## src/rtl/core/sha_pkg.sv

```systemverilog
// ----------------------------------------------------------------------------
// sha_pkg
// Constants, types and helper functions shared by the SHA-256 hasher.
// ----------------------------------------------------------------------------
package sha_pkg;

  typedef logic [31:0] word_t;

  localparam word_t K_TABLE [64] = '{
    32'h428a2f98, 32'h71374491, 32'hb5c0fbcf, 32'he9b5dba5,
    32'h3956c25b, 32'h59f111f1, 32'h923f82a4, 32'hab1c5ed5,
    32'hd807aa98, 32'h12835b01, 32'h243185be, 32'h550c7dc3,
    32'h72be5d74, 32'h80deb1fe, 32'h9bdc06a7, 32'hc19bf174,
    32'he49b69c1, 32'hefbe4786, 32'h0fc19dc6, 32'h240ca1cc,
    32'h2de92c6f, 32'h4a7484aa, 32'h5cb0a9dc, 32'h76f988da,
    32'h983e5152, 32'ha831c66d, 32'hb00327c8, 32'hbf597fc7,
    32'hc6e00bf3, 32'hd5a79147, 32'h06ca6351, 32'h14292967,
    32'h27b70a85, 32'h2e1b2138, 32'h4d2c6dfc, 32'h53380d13,
    32'h650a7354, 32'h766a0abb, 32'h81c2c92e, 32'h92722c85,
    32'ha2bfe8a1, 32'ha81a664b, 32'hc24b8b70, 32'hc76c51a3,
    32'hd192e819, 32'hd6990624, 32'hf40e3585, 32'h106aa070,
    32'h19a4c116, 32'h1e376c08, 32'h2748774c, 32'h34b0bcb5,
    32'h391c0cb3, 32'h4ed8aa4a, 32'h5b9cca4f, 32'h682e6ff3,
    32'h748f82ee, 32'h78a5636f, 32'h84c87814, 32'h8cc70208,
    32'h90befffa, 32'ha4506ceb, 32'hbef9a3f7, 32'hc67178f2
  };

  localparam word_t H_INIT [8] = '{
    32'h6a09e667, 32'hbb67ae85, 32'h3c6ef372, 32'ha54ff53a,
    32'h510e527f, 32'h9b05688c, 32'h1f83d9ab, 32'h5be0cd19
  };

  localparam logic [7:0] PAD_BYTE = 8'h80;
  localparam logic [5:0] LEN_POS  = 6'd56;

  // Datapath byte sources
  localparam logic [1:0] BSEL_DATA = 2'd0;
  localparam logic [1:0] BSEL_PAD  = 2'd1;
  localparam logic [1:0] BSEL_ZERO = 2'd2;
  localparam logic [1:0] BSEL_LEN  = 2'd3;

  // Commands from controller to datapath
  typedef struct packed {
    logic       put_byte;    // write one byte at the current position
    logic [1:0] byte_sel;
    logic       add_len;     // count a message byte
    logic       comp_start;  // load working vars from hash
    logic       round;       // run one round
    logic       comp_end;    // fold working vars into hash
    logic       clear;       // return to initial state
    logic       out_load;    // load digest word into output register
  } sha_cmd_t;

  // Status from datapath to controller
  typedef struct packed {
    logic [5:0] byte_pos;
    logic [5:0] round_idx;
  } sha_sts_t;

  function automatic word_t rotr(input word_t x, input int unsigned n);
    rotr = (x >> n) | (x << (32 - n));
  endfunction

endpackage

```

## src/rtl/core/sha_stream_if.sv

```systemverilog
// ----------------------------------------------------------------------------
// sha_in_if / sha_out_if
// Valid/ready channels of the SHA-256 hasher.
// ----------------------------------------------------------------------------
interface sha_in_if (input logic clk);
  logic       valid;
  logic       ready;
  logic [7:0] data_byte;
  logic       has_byte;
  logic       end_of_message;
  modport source (output valid, data_byte, has_byte, end_of_message, input ready);
  modport sink   (input valid, data_byte, has_byte, end_of_message, output ready);
endinterface

interface sha_out_if (input logic clk);
  logic        valid;
  logic        ready;
  logic [31:0] digest_word;
  logic [2:0]  word_index;
  logic        last_word;
  modport source (output valid, digest_word, word_index, last_word, input ready);
  modport sink   (input valid, digest_word, word_index, last_word, output ready);
endinterface

```

## src/rtl/core/sha_datapath.sv

```systemverilog
// ----------------------------------------------------------------------------
// sha_datapath
// Block buffer, rolling message schedule, round unit and hash registers.
// ----------------------------------------------------------------------------
module sha_datapath
  import sha_pkg::*;
(
  input  logic       clk,
  input  logic       rst_n,
  input  sha_cmd_t   cmd,
  input  logic [7:0] data_byte,
  input  logic [2:0] out_idx,
  output sha_sts_t   sts,
  output word_t      out_word
);

  word_t       w_r [16];
  word_t       v_r [8];
  word_t       h_r [8];
  logic [5:0]  pos_r;
  logic [5:0]  rnd_r;
  logic [63:0] len_r;
  word_t       out_r;

  logic [7:0]  byte_v;
  word_t       wt, s0, s1, t1, t2, wnew, e, a;
  logic [2:0]  lsel;

  assign lsel = pos_r[2:0];

  // Select the byte to store
  always_comb begin
    unique case (cmd.byte_sel)
      BSEL_DATA: byte_v = data_byte;
      BSEL_PAD:  byte_v = PAD_BYTE;
      BSEL_ZERO: byte_v = 8'h00;
      default:   byte_v = len_r[(7 - lsel) * 8 +: 8];
    endcase
  end

  // Round function over a 16-word sliding schedule
  always_comb begin
    wt   = w_r[0];
    s0   = rotr(w_r[1], 7) ^ rotr(w_r[1], 18) ^ (w_r[1] >> 3);
    s1   = rotr(w_r[14], 17) ^ rotr(w_r[14], 19) ^ (w_r[14] >> 10);
    wnew = s1 + w_r[9] + s0 + w_r[0];
    e    = v_r[4];
    a    = v_r[0];
    t1   = v_r[7] + (rotr(e, 6) ^ rotr(e, 11) ^ rotr(e, 25))
         + ((e & v_r[5]) ^ (~e & v_r[6])) + K_TABLE[rnd_r] + wt;
    t2   = (rotr(a, 2) ^ rotr(a, 13) ^ rotr(a, 22))
         + ((a & v_r[1]) ^ (a & v_r[2]) ^ (v_r[1] & v_r[2]));
  end

  // Block buffer and schedule shift
  always_ff @(posedge clk) begin
    if (cmd.put_byte) begin
      w_r[pos_r[5:2]][(3 - pos_r[1:0]) * 8 +: 8] <= byte_v;
    end else if (cmd.round) begin
      for (int i = 0; i < 15; i++) w_r[i] <= w_r[i + 1];
      w_r[15] <= wnew;
    end
  end

  // Working variables
  always_ff @(posedge clk) begin
    if (cmd.comp_start) begin
      for (int i = 0; i < 8; i++) v_r[i] <= h_r[i];
    end else if (cmd.round) begin
      v_r[0] <= t1 + t2;
      v_r[1] <= v_r[0];
      v_r[2] <= v_r[1];
      v_r[3] <= v_r[2];
      v_r[4] <= v_r[3] + t1;
      v_r[5] <= v_r[4];
      v_r[6] <= v_r[5];
      v_r[7] <= v_r[6];
    end
  end

  // Hash words, counters and length
  always_ff @(posedge clk) begin
    if (!rst_n || cmd.clear) begin
      for (int i = 0; i < 8; i++) h_r[i] <= H_INIT[i];
      pos_r <= '0;
      rnd_r <= '0;
      len_r <= '0;
    end else begin
      if (cmd.comp_end) begin
        for (int i = 0; i < 8; i++) h_r[i] <= h_r[i] + v_r[i];
      end
      if (cmd.put_byte) pos_r <= pos_r + 6'd1;
      if (cmd.add_len) len_r <= len_r + 64'd8;
      if (cmd.round) rnd_r <= rnd_r + 6'd1;
    end
  end

  // Output word register
  always_ff @(posedge clk) begin
    if (cmd.out_load) out_r <= h_r[out_idx];
  end

  assign out_word     = out_r;
  assign sts.byte_pos  = pos_r;
  assign sts.round_idx = rnd_r;

endmodule

```

## src/rtl/core/sha_ctrl.sv

```systemverilog
// ----------------------------------------------------------------------------
// sha_ctrl
// Sequencer: byte intake, padding, compression rounds and digest output.
// ----------------------------------------------------------------------------
module sha_ctrl
  import sha_pkg::*;
(
  input  logic       clk,
  input  logic       rst_n,
  input  logic       in_valid,
  input  logic       in_has,
  input  logic       in_end,
  output logic       in_ready,
  output logic       out_valid,
  input  logic       out_ready,
  output logic [2:0] out_idx,
  output logic       hold_byte,
  input  sha_sts_t   sts,
  output sha_cmd_t   cmd
);

  localparam logic [2:0] S_IDLE  = 3'd0;
  localparam logic [2:0] S_START = 3'd1;
  localparam logic [2:0] S_ROUND = 3'd2;
  localparam logic [2:0] S_FOLD  = 3'd3;
  localparam logic [2:0] S_PAD   = 3'd4;
  localparam logic [2:0] S_LOAD  = 3'd5;
  localparam logic [2:0] S_OUT   = 3'd6;

  logic [2:0] state_r, state_nxt;
  logic       fin_r, fin_nxt;   // a message is being finished
  logic       padded_r, padded_nxt; // 0x80 already placed
  logic [2:0] idx_r, idx_nxt;

  assign in_ready  = (state_r == S_IDLE);
  assign out_valid = (state_r == S_OUT);
  assign out_idx   = idx_r;
  assign hold_byte = 1'b0;

  always_comb begin
    state_nxt  = state_r;
    fin_nxt    = fin_r;
    padded_nxt = padded_r;
    idx_nxt    = idx_r;
    cmd        = '0;
    unique case (state_r)
      S_IDLE: begin
        if (in_valid) begin
          if (in_has) begin
            cmd.put_byte = 1'b1;
            cmd.byte_sel = BSEL_DATA;
            cmd.add_len  = 1'b1;
          end
          fin_nxt    = in_end;
          padded_nxt = 1'b0;
          if (in_has && sts.byte_pos == 6'd63) state_nxt = S_START;
          else if (in_end) state_nxt = S_PAD;
        end
      end
      S_START: begin
        cmd.comp_start = 1'b1;
        state_nxt      = S_ROUND;
      end
      S_ROUND: begin
        cmd.round = 1'b1;
        if (sts.round_idx == 6'd63) state_nxt = S_FOLD;
      end
      S_FOLD: begin
        cmd.comp_end = 1'b1;
        if (!fin_r) state_nxt = S_IDLE;
        else if (padded_r && sts.byte_pos == 6'd0 && idx_r == 3'd1) begin
          state_nxt = S_LOAD;
          idx_nxt   = 3'd0;
        end else state_nxt = S_PAD;
      end
      S_PAD: begin
        // one byte per cycle: pad marker, zero fill, then length
        // idx_r is 2 while zero-filling an overflow block, 1 once the length is placed
        cmd.put_byte = 1'b1;
        if (!padded_r) begin
          cmd.byte_sel = BSEL_PAD;
          padded_nxt   = 1'b1;
          if (sts.byte_pos >= LEN_POS && sts.byte_pos != 6'd63) idx_nxt = 3'd2;
        end else if (idx_r == 3'd2 || sts.byte_pos < LEN_POS) cmd.byte_sel = BSEL_ZERO;
        else cmd.byte_sel = BSEL_LEN;
        if (sts.byte_pos == 6'd63) begin
          state_nxt = S_START;
          idx_nxt   = (cmd.byte_sel == BSEL_LEN) ? 3'd1 : 3'd0;
        end
      end
      S_LOAD: begin
        cmd.out_load = 1'b1;
        state_nxt    = S_OUT;
      end
      S_OUT: begin
        if (out_ready) begin
          if (idx_r == 3'd7) begin
            cmd.clear = 1'b1;
            idx_nxt   = 3'd0;
            state_nxt = S_IDLE;
          end else begin
            idx_nxt   = idx_r + 3'd1;
            state_nxt = S_LOAD;
          end
        end
      end
      default: state_nxt = S_IDLE;
    endcase
  end

  always_ff @(posedge clk) begin
    if (!rst_n) begin
      state_r  <= S_IDLE;
      fin_r    <= 1'b0;
      padded_r <= 1'b0;
      idx_r    <= '0;
    end else begin
      state_r  <= state_nxt;
      fin_r    <= fin_nxt;
      padded_r <= padded_nxt;
      idx_r    <= idx_nxt;
    end
  end

endmodule

```

## src/rtl/core/sha256_message_hasher.sv

```systemverilog
// ----------------------------------------------------------------------------
// sha256_message_hasher
// Byte-serial SHA-256 hasher with an eight-word digest stream.
// ----------------------------------------------------------------------------
//  channel | dir | payload
//  in_     | in  | data_byte[7:0], has_byte, end_of_message
//  out_    | out | digest_word[31:0], word_index[2:0], last_word
//
// A byte that fills the block runs the shared round unit (load, 64 rounds,
// fold). Finishing writes the rest of the block one byte per cycle, runs
// one or two compressions, then sends eight registered digest words. Reset
// is synchronous and restores the initial hash. The input is stalled while
// a block or digest is in flight.
module sha256_message_hasher
  import sha_pkg::*;
(
  input logic clk,
  input logic rst_n,
  sha_in_if.sink    in_ch,
  sha_out_if.source out_ch
);

  sha_cmd_t   cmd;
  sha_sts_t   sts;
  logic [2:0] out_idx;
  logic       hold_byte;
  word_t      out_word;

  sha_ctrl u_ctrl (
    .clk       (clk),
    .rst_n     (rst_n),
    .in_valid  (in_ch.valid),
    .in_has    (in_ch.has_byte),
    .in_end    (in_ch.end_of_message),
    .in_ready  (in_ch.ready),
    .out_valid (out_ch.valid),
    .out_ready (out_ch.ready),
    .out_idx   (out_idx),
    .hold_byte (hold_byte),
    .sts       (sts),
    .cmd       (cmd)
  );

  sha_datapath u_dp (
    .clk       (clk),
    .rst_n     (rst_n),
    .cmd       (cmd),
    .data_byte (in_ch.data_byte ^ {8{hold_byte}}),
    .out_idx   (out_idx),
    .sts       (sts),
    .out_word  (out_word)
  );

  assign out_ch.digest_word = out_word;
  assign out_ch.word_index  = out_idx;
  assign out_ch.last_word   = (out_idx == 3'd7);

endmodule

```

## src/flat_wrapper.sv

```systemverilog
// flat-port wrapper written by rule: the top's interface ports become plain ports
module sha256_message_hasher_flat import sha_pkg::*;
  (clk, rst_n, in_ch_valid, in_ch_data_byte, in_ch_has_byte, in_ch_end_of_message, in_ch_ready, out_ch_valid, out_ch_digest_word, out_ch_word_index, out_ch_last_word, out_ch_ready);
  sha_in_if in_ch_i (.clk(clk));
  sha_out_if out_ch_i (.clk(clk));
  input logic clk;
  input logic rst_n;
  input wire logic [$bits(in_ch_i.valid)-1:0] in_ch_valid;
  input wire logic [$bits(in_ch_i.data_byte)-1:0] in_ch_data_byte;
  input wire logic [$bits(in_ch_i.has_byte)-1:0] in_ch_has_byte;
  input wire logic [$bits(in_ch_i.end_of_message)-1:0] in_ch_end_of_message;
  output wire logic [$bits(in_ch_i.ready)-1:0] in_ch_ready;
  output wire logic [$bits(out_ch_i.valid)-1:0] out_ch_valid;
  output wire logic [$bits(out_ch_i.digest_word)-1:0] out_ch_digest_word;
  output wire logic [$bits(out_ch_i.word_index)-1:0] out_ch_word_index;
  output wire logic [$bits(out_ch_i.last_word)-1:0] out_ch_last_word;
  input wire logic [$bits(out_ch_i.ready)-1:0] out_ch_ready;
  assign in_ch_i.valid = in_ch_valid;
  assign in_ch_i.data_byte = in_ch_data_byte;
  assign in_ch_i.has_byte = in_ch_has_byte;
  assign in_ch_i.end_of_message = in_ch_end_of_message;
  assign in_ch_ready = in_ch_i.ready;
  assign out_ch_valid = out_ch_i.valid;
  assign out_ch_digest_word = out_ch_i.digest_word;
  assign out_ch_word_index = out_ch_i.word_index;
  assign out_ch_last_word = out_ch_i.last_word;
  assign out_ch_i.ready = out_ch_ready;
  sha256_message_hasher u_core (.clk(clk), .rst_n(rst_n), .in_ch(in_ch_i), .out_ch(out_ch_i));
endmodule
```

## config.mk

```make
export PLATFORM = sky130hd
export DESIGN_NAME = sha256_message_hasher_flat
export DESIGN_NICKNAME = d
export VERILOG_FILES = /design/src/rtl/core/sha_pkg.sv /design/src/rtl/core/sha_stream_if.sv /design/src/rtl/core/sha_datapath.sv /design/src/rtl/core/sha_ctrl.sv /design/src/rtl/core/sha256_message_hasher.sv /design/src/flat_wrapper.sv
export SDC_FILE = /design/constraint.sdc
export NUM_CORES = 2
export LEC_CHECK = 0
export BUFFER_PORTS_ARGS = -buffer_cell sky130_fd_sc_hd__buf_2
export CELL_PAD_IN_SITES_DETAIL_PLACEMENT = 0
export CELL_PAD_IN_SITES_GLOBAL_PLACEMENT = 2
export CORE_MARGIN = 3
export CORE_UTILIZATION = 35
export CTS_CLUSTER_DIAMETER = 120
export DETAILED_ROUTE_END_ITERATION = 7
export HOLD_SLACK_MARGIN = 0.03
export PLACE_DENSITY = 0.74
export SLEW_MARGIN = 20
export SYNTH_ARGS = -nofsm -noshare
export SYNTH_HDL_FRONTEND = slang
export SYNTH_HIERARCHICAL = 1
export SYNTH_SLANG_ARGS = --single-unit
export TNS_END_PERCENT = 5
```

## constraint.sdc

```tcl
create_clock -name clk -period 24.1 [get_ports clk]
set_clock_uncertainty 0.2 [all_clocks]
set_input_delay 2.41 -clock clk [delete_from_list [all_inputs] [get_ports clk]]
set_output_delay 2.41 -clock clk [all_outputs]
set_load 0.01 [all_outputs]
```

==> metrics.md <==
| Metric | Value |
|---|---|
| Detailed-routing wirelength on met1 | 119 mm |
| Post-placement cell area | 0.0781 sq mm |
| Number of nets in the layout | 7,524 |
| Synthesized cell area | 0.0747 sq mm |
| RSZ-0062 raised after global routing | no |
| Crit-path max FO | 28 |
| Fmax | 96.2 MHz |
| Cell class contributing the biggest share of worst-path delay | adder cells |
| Insertion delay to the later sink of the worst-skew pair | between 0.8 and 0.9 ns |
| Result of the run | completed |
| Yosys warns | 6 |
| Total Negative Setup Slacks | 0 ns |
| Root buffer cell | sky130_fd_sc_hd__clkbuf_16 |
| Total instance count after detailed placement | 9,597 |
| Die outline height | 468 microns |
| Count of filler cells inserted in the layout | between 20,000 and 25,000 |
| Syn_nets | 7,582 |
| Non-Filler Instances | 9,848 |
| Worst max-slew margin expressed relative to the limit | 16.7% |
| Length of the first detailed-routing pass in iterations | 6 |
| Die W | 468 microns |
| DP HPWL | 190 mm |
| Fraction of the yosys area taken by sequential cells | 44.6% |
| GP Congestion | between 0.9 and 1 |
| Largest net degree at the start of global routing | 222 |
| Aggregate routed wire length | 255 mm |
| Max-slew violation total from the final report | 0 |
| Clock Pin Slew Worst Setup and Hold Paths | 0.06 ns |
| WP buf/inv | 4 |
| Drt via density | 5.63 |
| Htree depth | 4 |
| First-pass GRT wire length | 371 mm |
| Sequential standard cell area | about 0.033 sq mm |
| Die footprint | approximately 0.22 sq mm |
| Row Count | 169 |
| Top routing layer used | met4 |
| Average routed wire per standard cell | approximately 26 microns |
| Antenna-violating nets left | 0 |
| Total non-filler cell area in the finished layout | between 0.08 and 0.09 sq mm |
| Required time of the worst setup path | 24.42 ns |
| Worst endpoint data arrival time | 10.72 ns |
| Number of antenna violations at the first check in global routing | 10 |
| Initial cell density of the core | 35.2% |
| Count of different cell masters after synthesis | 108 |
| Post-cts repair resize count | 0 |
| Post-synth ARST share | 0% |
| Number of setup buffers added after CTS | 0 |
| Count of input and output buffers | 51 |
| Setup slack of the worst register-to-register path | around 14 ns |
| Instance count along the most critical hold path | 2 |
| Post-CTS Hold Buffers | 0 |
| Highest-delay cell along the critical path | sky130_fd_sc_hd__ha_1 |
| Min-Delay Path Class | reg -> reg |
| Grt total ovfl | 0 |
| Number of storage elements in the synthesis netlist | 1,137 |
| Hold violation total from the final report | 0 |
| Area of the multi-input gates | between 0.03 and 0.04 sq mm |
| Number of top-level pins | 52 |
| Tcrit/Tclk final | 43.1% |
| Number of enable-type register cells in the synthesized netlist | between 1,000 and 1,500 |
| Post-synthesis average cell area | roughly 11 sq um |
| Synth-to-Final Area Change | 10.7% |
| WP depth | 30 |
| Worst setup SP type | flop |
| Transition time of the tightest slew-check pin | around 1.2 ns |
| Syn Inst Count | 6,974 |
| Flip-flop cell with the highest count after synthesis | sky130_fd_sc_hd__edfxtp_1 |
| First DRT Iteration DRCs | 5,705 |
| TritonCTS clock tree | done |
| Setup Crit Path Kind | reg -> reg |
| Via count of the routed design | 55,400 |
| Min Tclk post-route | between 10 and 15 ns |
| Met2 routed wirelength | 112 mm |
| DRC | 0 |
| GRT Util Overall | roughly 23% |
| Ratio of cells with drive above 1 in the final layout | 9.68% |
| Path depth of the worst reg2reg path | 30 |
| Core Box Area | about 0.21 sq mm |
| Worst-case clock buffer depth | 3 |
| Sink Count | 1,137 |
| Delay of the slowest cell on the worst path | 0.88 ns |
| Final setup violation count | 0 |
| WHS | 0.269 ns |
| TritonCTS Buffers | 138 |
| Via count of the first global-routing pass | approximately 54,000 |
| Length of routed met3 wiring | about 16 mm |
| Crit-path most repeated cell | sky130_fd_sc_hd__fa_1 |
| Total of max-cap violations | 0 |
| CP endpoint kind | flop |
## layer usage
| metal | vias to the layer above | GRT usage [%] |
|---|---|---|
| li1 | 25300 | - |
| met1 | 28000 | 33.2 |
| met2 | 1806 | 34.7 |
| met3 | 336 | 3.19 |
| met4 | 0 | 7.40 |
| met5 | - | 0 |
## cells in the mapped netlist, types with 9 or more instances
| master | count | area (sq um) |
|---|---|---|
| sky130_fd_sc_hd__nand3_1 | 113 | 566 |
| sky130_fd_sc_hd__a221oi_1 | 11 | 96.3 |
| sky130_fd_sc_hd__a31oi_1 | 49 | 307 |
| sky130_fd_sc_hd__nor3b_1 | 14 | 105 |
| sky130_fd_sc_hd__mux4_2 | 79 | 1780 |
| sky130_fd_sc_hd__o31ai_1 | 25 | 188 |
| sky130_fd_sc_hd__or2_2 | 21 | 131 |
| sky130_fd_sc_hd__mux2_2 | 125 | 1410 |
| sky130_fd_sc_hd__o31a_1 | 9 | 78.8 |
| sky130_fd_sc_hd__nor4_1 | 24 | 150 |
| sky130_fd_sc_hd__a211o_1 | 17 | 149 |
| sky130_fd_sc_hd__a31o_2 | 11 | 96.3 |
| sky130_fd_sc_hd__dfxtp_1 | 81 | 1620 |
| sky130_fd_sc_hd__and2_1 | 19 | 119 |
| sky130_fd_sc_hd__nor2_1 | 412 | 1550 |
| sky130_fd_sc_hd__edfxtp_1 | 1056 | 31700 |
| sky130_fd_sc_hd__nand2b_1 | 77 | 482 |
| sky130_fd_sc_hd__a21oi_1 | 348 | 1740 |
| sky130_fd_sc_hd__nor3_1 | 97 | 485 |
| sky130_fd_sc_hd__nand4_1 | 36 | 225 |
| sky130_fd_sc_hd__xor2_1 | 211 | 1850 |
| sky130_fd_sc_hd__fa_1 | 195 | 3900 |
| sky130_fd_sc_hd__a21o_1 | 664 | 4980 |
| sky130_fd_sc_hd__o22ai_1 | 44 | 275 |
| sky130_fd_sc_hd__a2111oi_0 | 14 | 123 |
| sky130_fd_sc_hd__a211oi_1 | 48 | 360 |
| sky130_fd_sc_hd__ha_1 | 399 | 4990 |
| sky130_fd_sc_hd__o21ai_0 | 364 | 1820 |
| sky130_fd_sc_hd__o21bai_1 | 34 | 255 |
| sky130_fd_sc_hd__a311oi_1 | 13 | 114 |
| sky130_fd_sc_hd__xnor2_1 | 400 | 3500 |
| sky130_fd_sc_hd__maj3_1 | 30 | 300 |
| sky130_fd_sc_hd__nand2_1 | 866 | 3250 |
| sky130_fd_sc_hd__or3_1 | 30 | 188 |
| sky130_fd_sc_hd__and4_1 | 13 | 114 |
| sky130_fd_sc_hd__o211ai_1 | 21 | 158 |
| sky130_fd_sc_hd__buf_1 | 34 | 128 |
| sky130_fd_sc_hd__inv_1 | 250 | 938 |
| sky130_fd_sc_hd__clkbuf_1 | 322 | 1210 |
| sky130_fd_sc_hd__a21boi_0 | 12 | 90.1 |
| sky130_fd_sc_hd__o311ai_0 | 13 | 114 |
| sky130_fd_sc_hd__and3_1 | 54 | 338 |
| sky130_fd_sc_hd__mux2i_1 | 44 | 440 |
| sky130_fd_sc_hd__nor2b_1 | 56 | 350 |
| sky130_fd_sc_hd__o21a_1 | 62 | 465 |
## layout make-up
class / count / area share (%)
clock buffer: 169 / 4.41
timing repair buffer: 171 / 1.43
tap: 2821 / 4.27
multi-input combinational: 5214 / 47.3
sequential: 1137 / 40.3
antenna: 4 / 0.0121
inverter: 254 / 1.15
clock inverter: 78 / 1.11
## placed cells by master (no fill, tap or decap), types with 54 or more instances in the layout
cell type	n
sky130_fd_sc_hd__edfxtp_1	1056
sky130_fd_sc_hd__nand2_1	865
sky130_fd_sc_hd__a21o_1	664
sky130_fd_sc_hd__nor2_1	403
sky130_fd_sc_hd__xnor2_1	400
sky130_fd_sc_hd__ha_1	399
sky130_fd_sc_hd__a21oi_1	344
sky130_fd_sc_hd__o21ai_0	330
sky130_fd_sc_hd__inv_1	250
sky130_fd_sc_hd__xor2_1	211
sky130_fd_sc_hd__fa_1	195
sky130_fd_sc_hd__clkbuf_16	139
sky130_fd_sc_hd__mux2_2	125
sky130_fd_sc_hd__buf_4	118
sky130_fd_sc_hd__nand3_1	113
sky130_fd_sc_hd__nor3_1	97
sky130_fd_sc_hd__mux4_2	79
sky130_fd_sc_hd__dfxtp_1	75
sky130_fd_sc_hd__nand2b_1	73
sky130_fd_sc_hd__o21a_1	62
sky130_fd_sc_hd__and3_1	54
## kinds of logic (layout without fill, tap and decap cells)
kind of cell	count (synthesis)	after routing	share of synthesized area [%]
fa+ha+maj	624	624	12.3
flops	1137	1137	44.6
compound gates	1846	1846	16.4
xor+xnor	613	613	7.22
mux	248	248	4.85
other cells	1	5	0.00502
buf+inv	623	672	3.22
simple gates	1882	1882	11.4
## tightest hold or removal path, cell delays in order, from the launching register on
cell,delay [ns]
sky130_fd_sc_hd__dfxtp_1,0.31
sky130_fd_sc_hd__nand2_1,0.05
sky130_fd_sc_hd__a21oi_1,0.06
## final timing paths
kind | start | endpoint
max reg2reg | u_core/u_dp/rnd_r[0] | u_core/u_dp/v_r[0][30]
min reg2reg | u_core/u_ctrl/fin_r | u_core/u_ctrl/fin_r
min | u_core/u_ctrl/fin_r | u_core/u_ctrl/fin_r
max | u_core/u_dp/rnd_r[0] | u_core/u_dp/v_r[0][30]
## state kept, by name, indices dropped and copies added, names as in the netlist
| register | count |
|---|---|
| u_core/u_dp/pos_r | 6 |
| u_core/u_dp/h_r | 256 |
| u_core/u_ctrl/state_r | 3 |
| u_core/u_dp/w_r | 512 |
| u_core/u_dp/len_r | 61 |
| u_core/u_dp/rnd_r | 6 |
| u_core/u_ctrl/fin_r | 1 |
| u_core/u_dp/out_word | 32 |
| u_core/u_ctrl/out_idx | 3 |
| u_core/u_ctrl/padded_r | 1 |
| u_core/u_dp/v_r | 256 |
## through the flow
stage / setup slack [ns] / utilization (%)
finish: 13.70 / 39.0
global route: 13.25 / 39.0
CTS: 13.82 / 39.0
detailed placement: 13.83 / 36.8
global placement: 13.92 / 36.8
floorplan: 14.45 / -
Power is not shown: default switching activity piles up to over one toggle a cycle in this logic, so the estimate is an artifact.
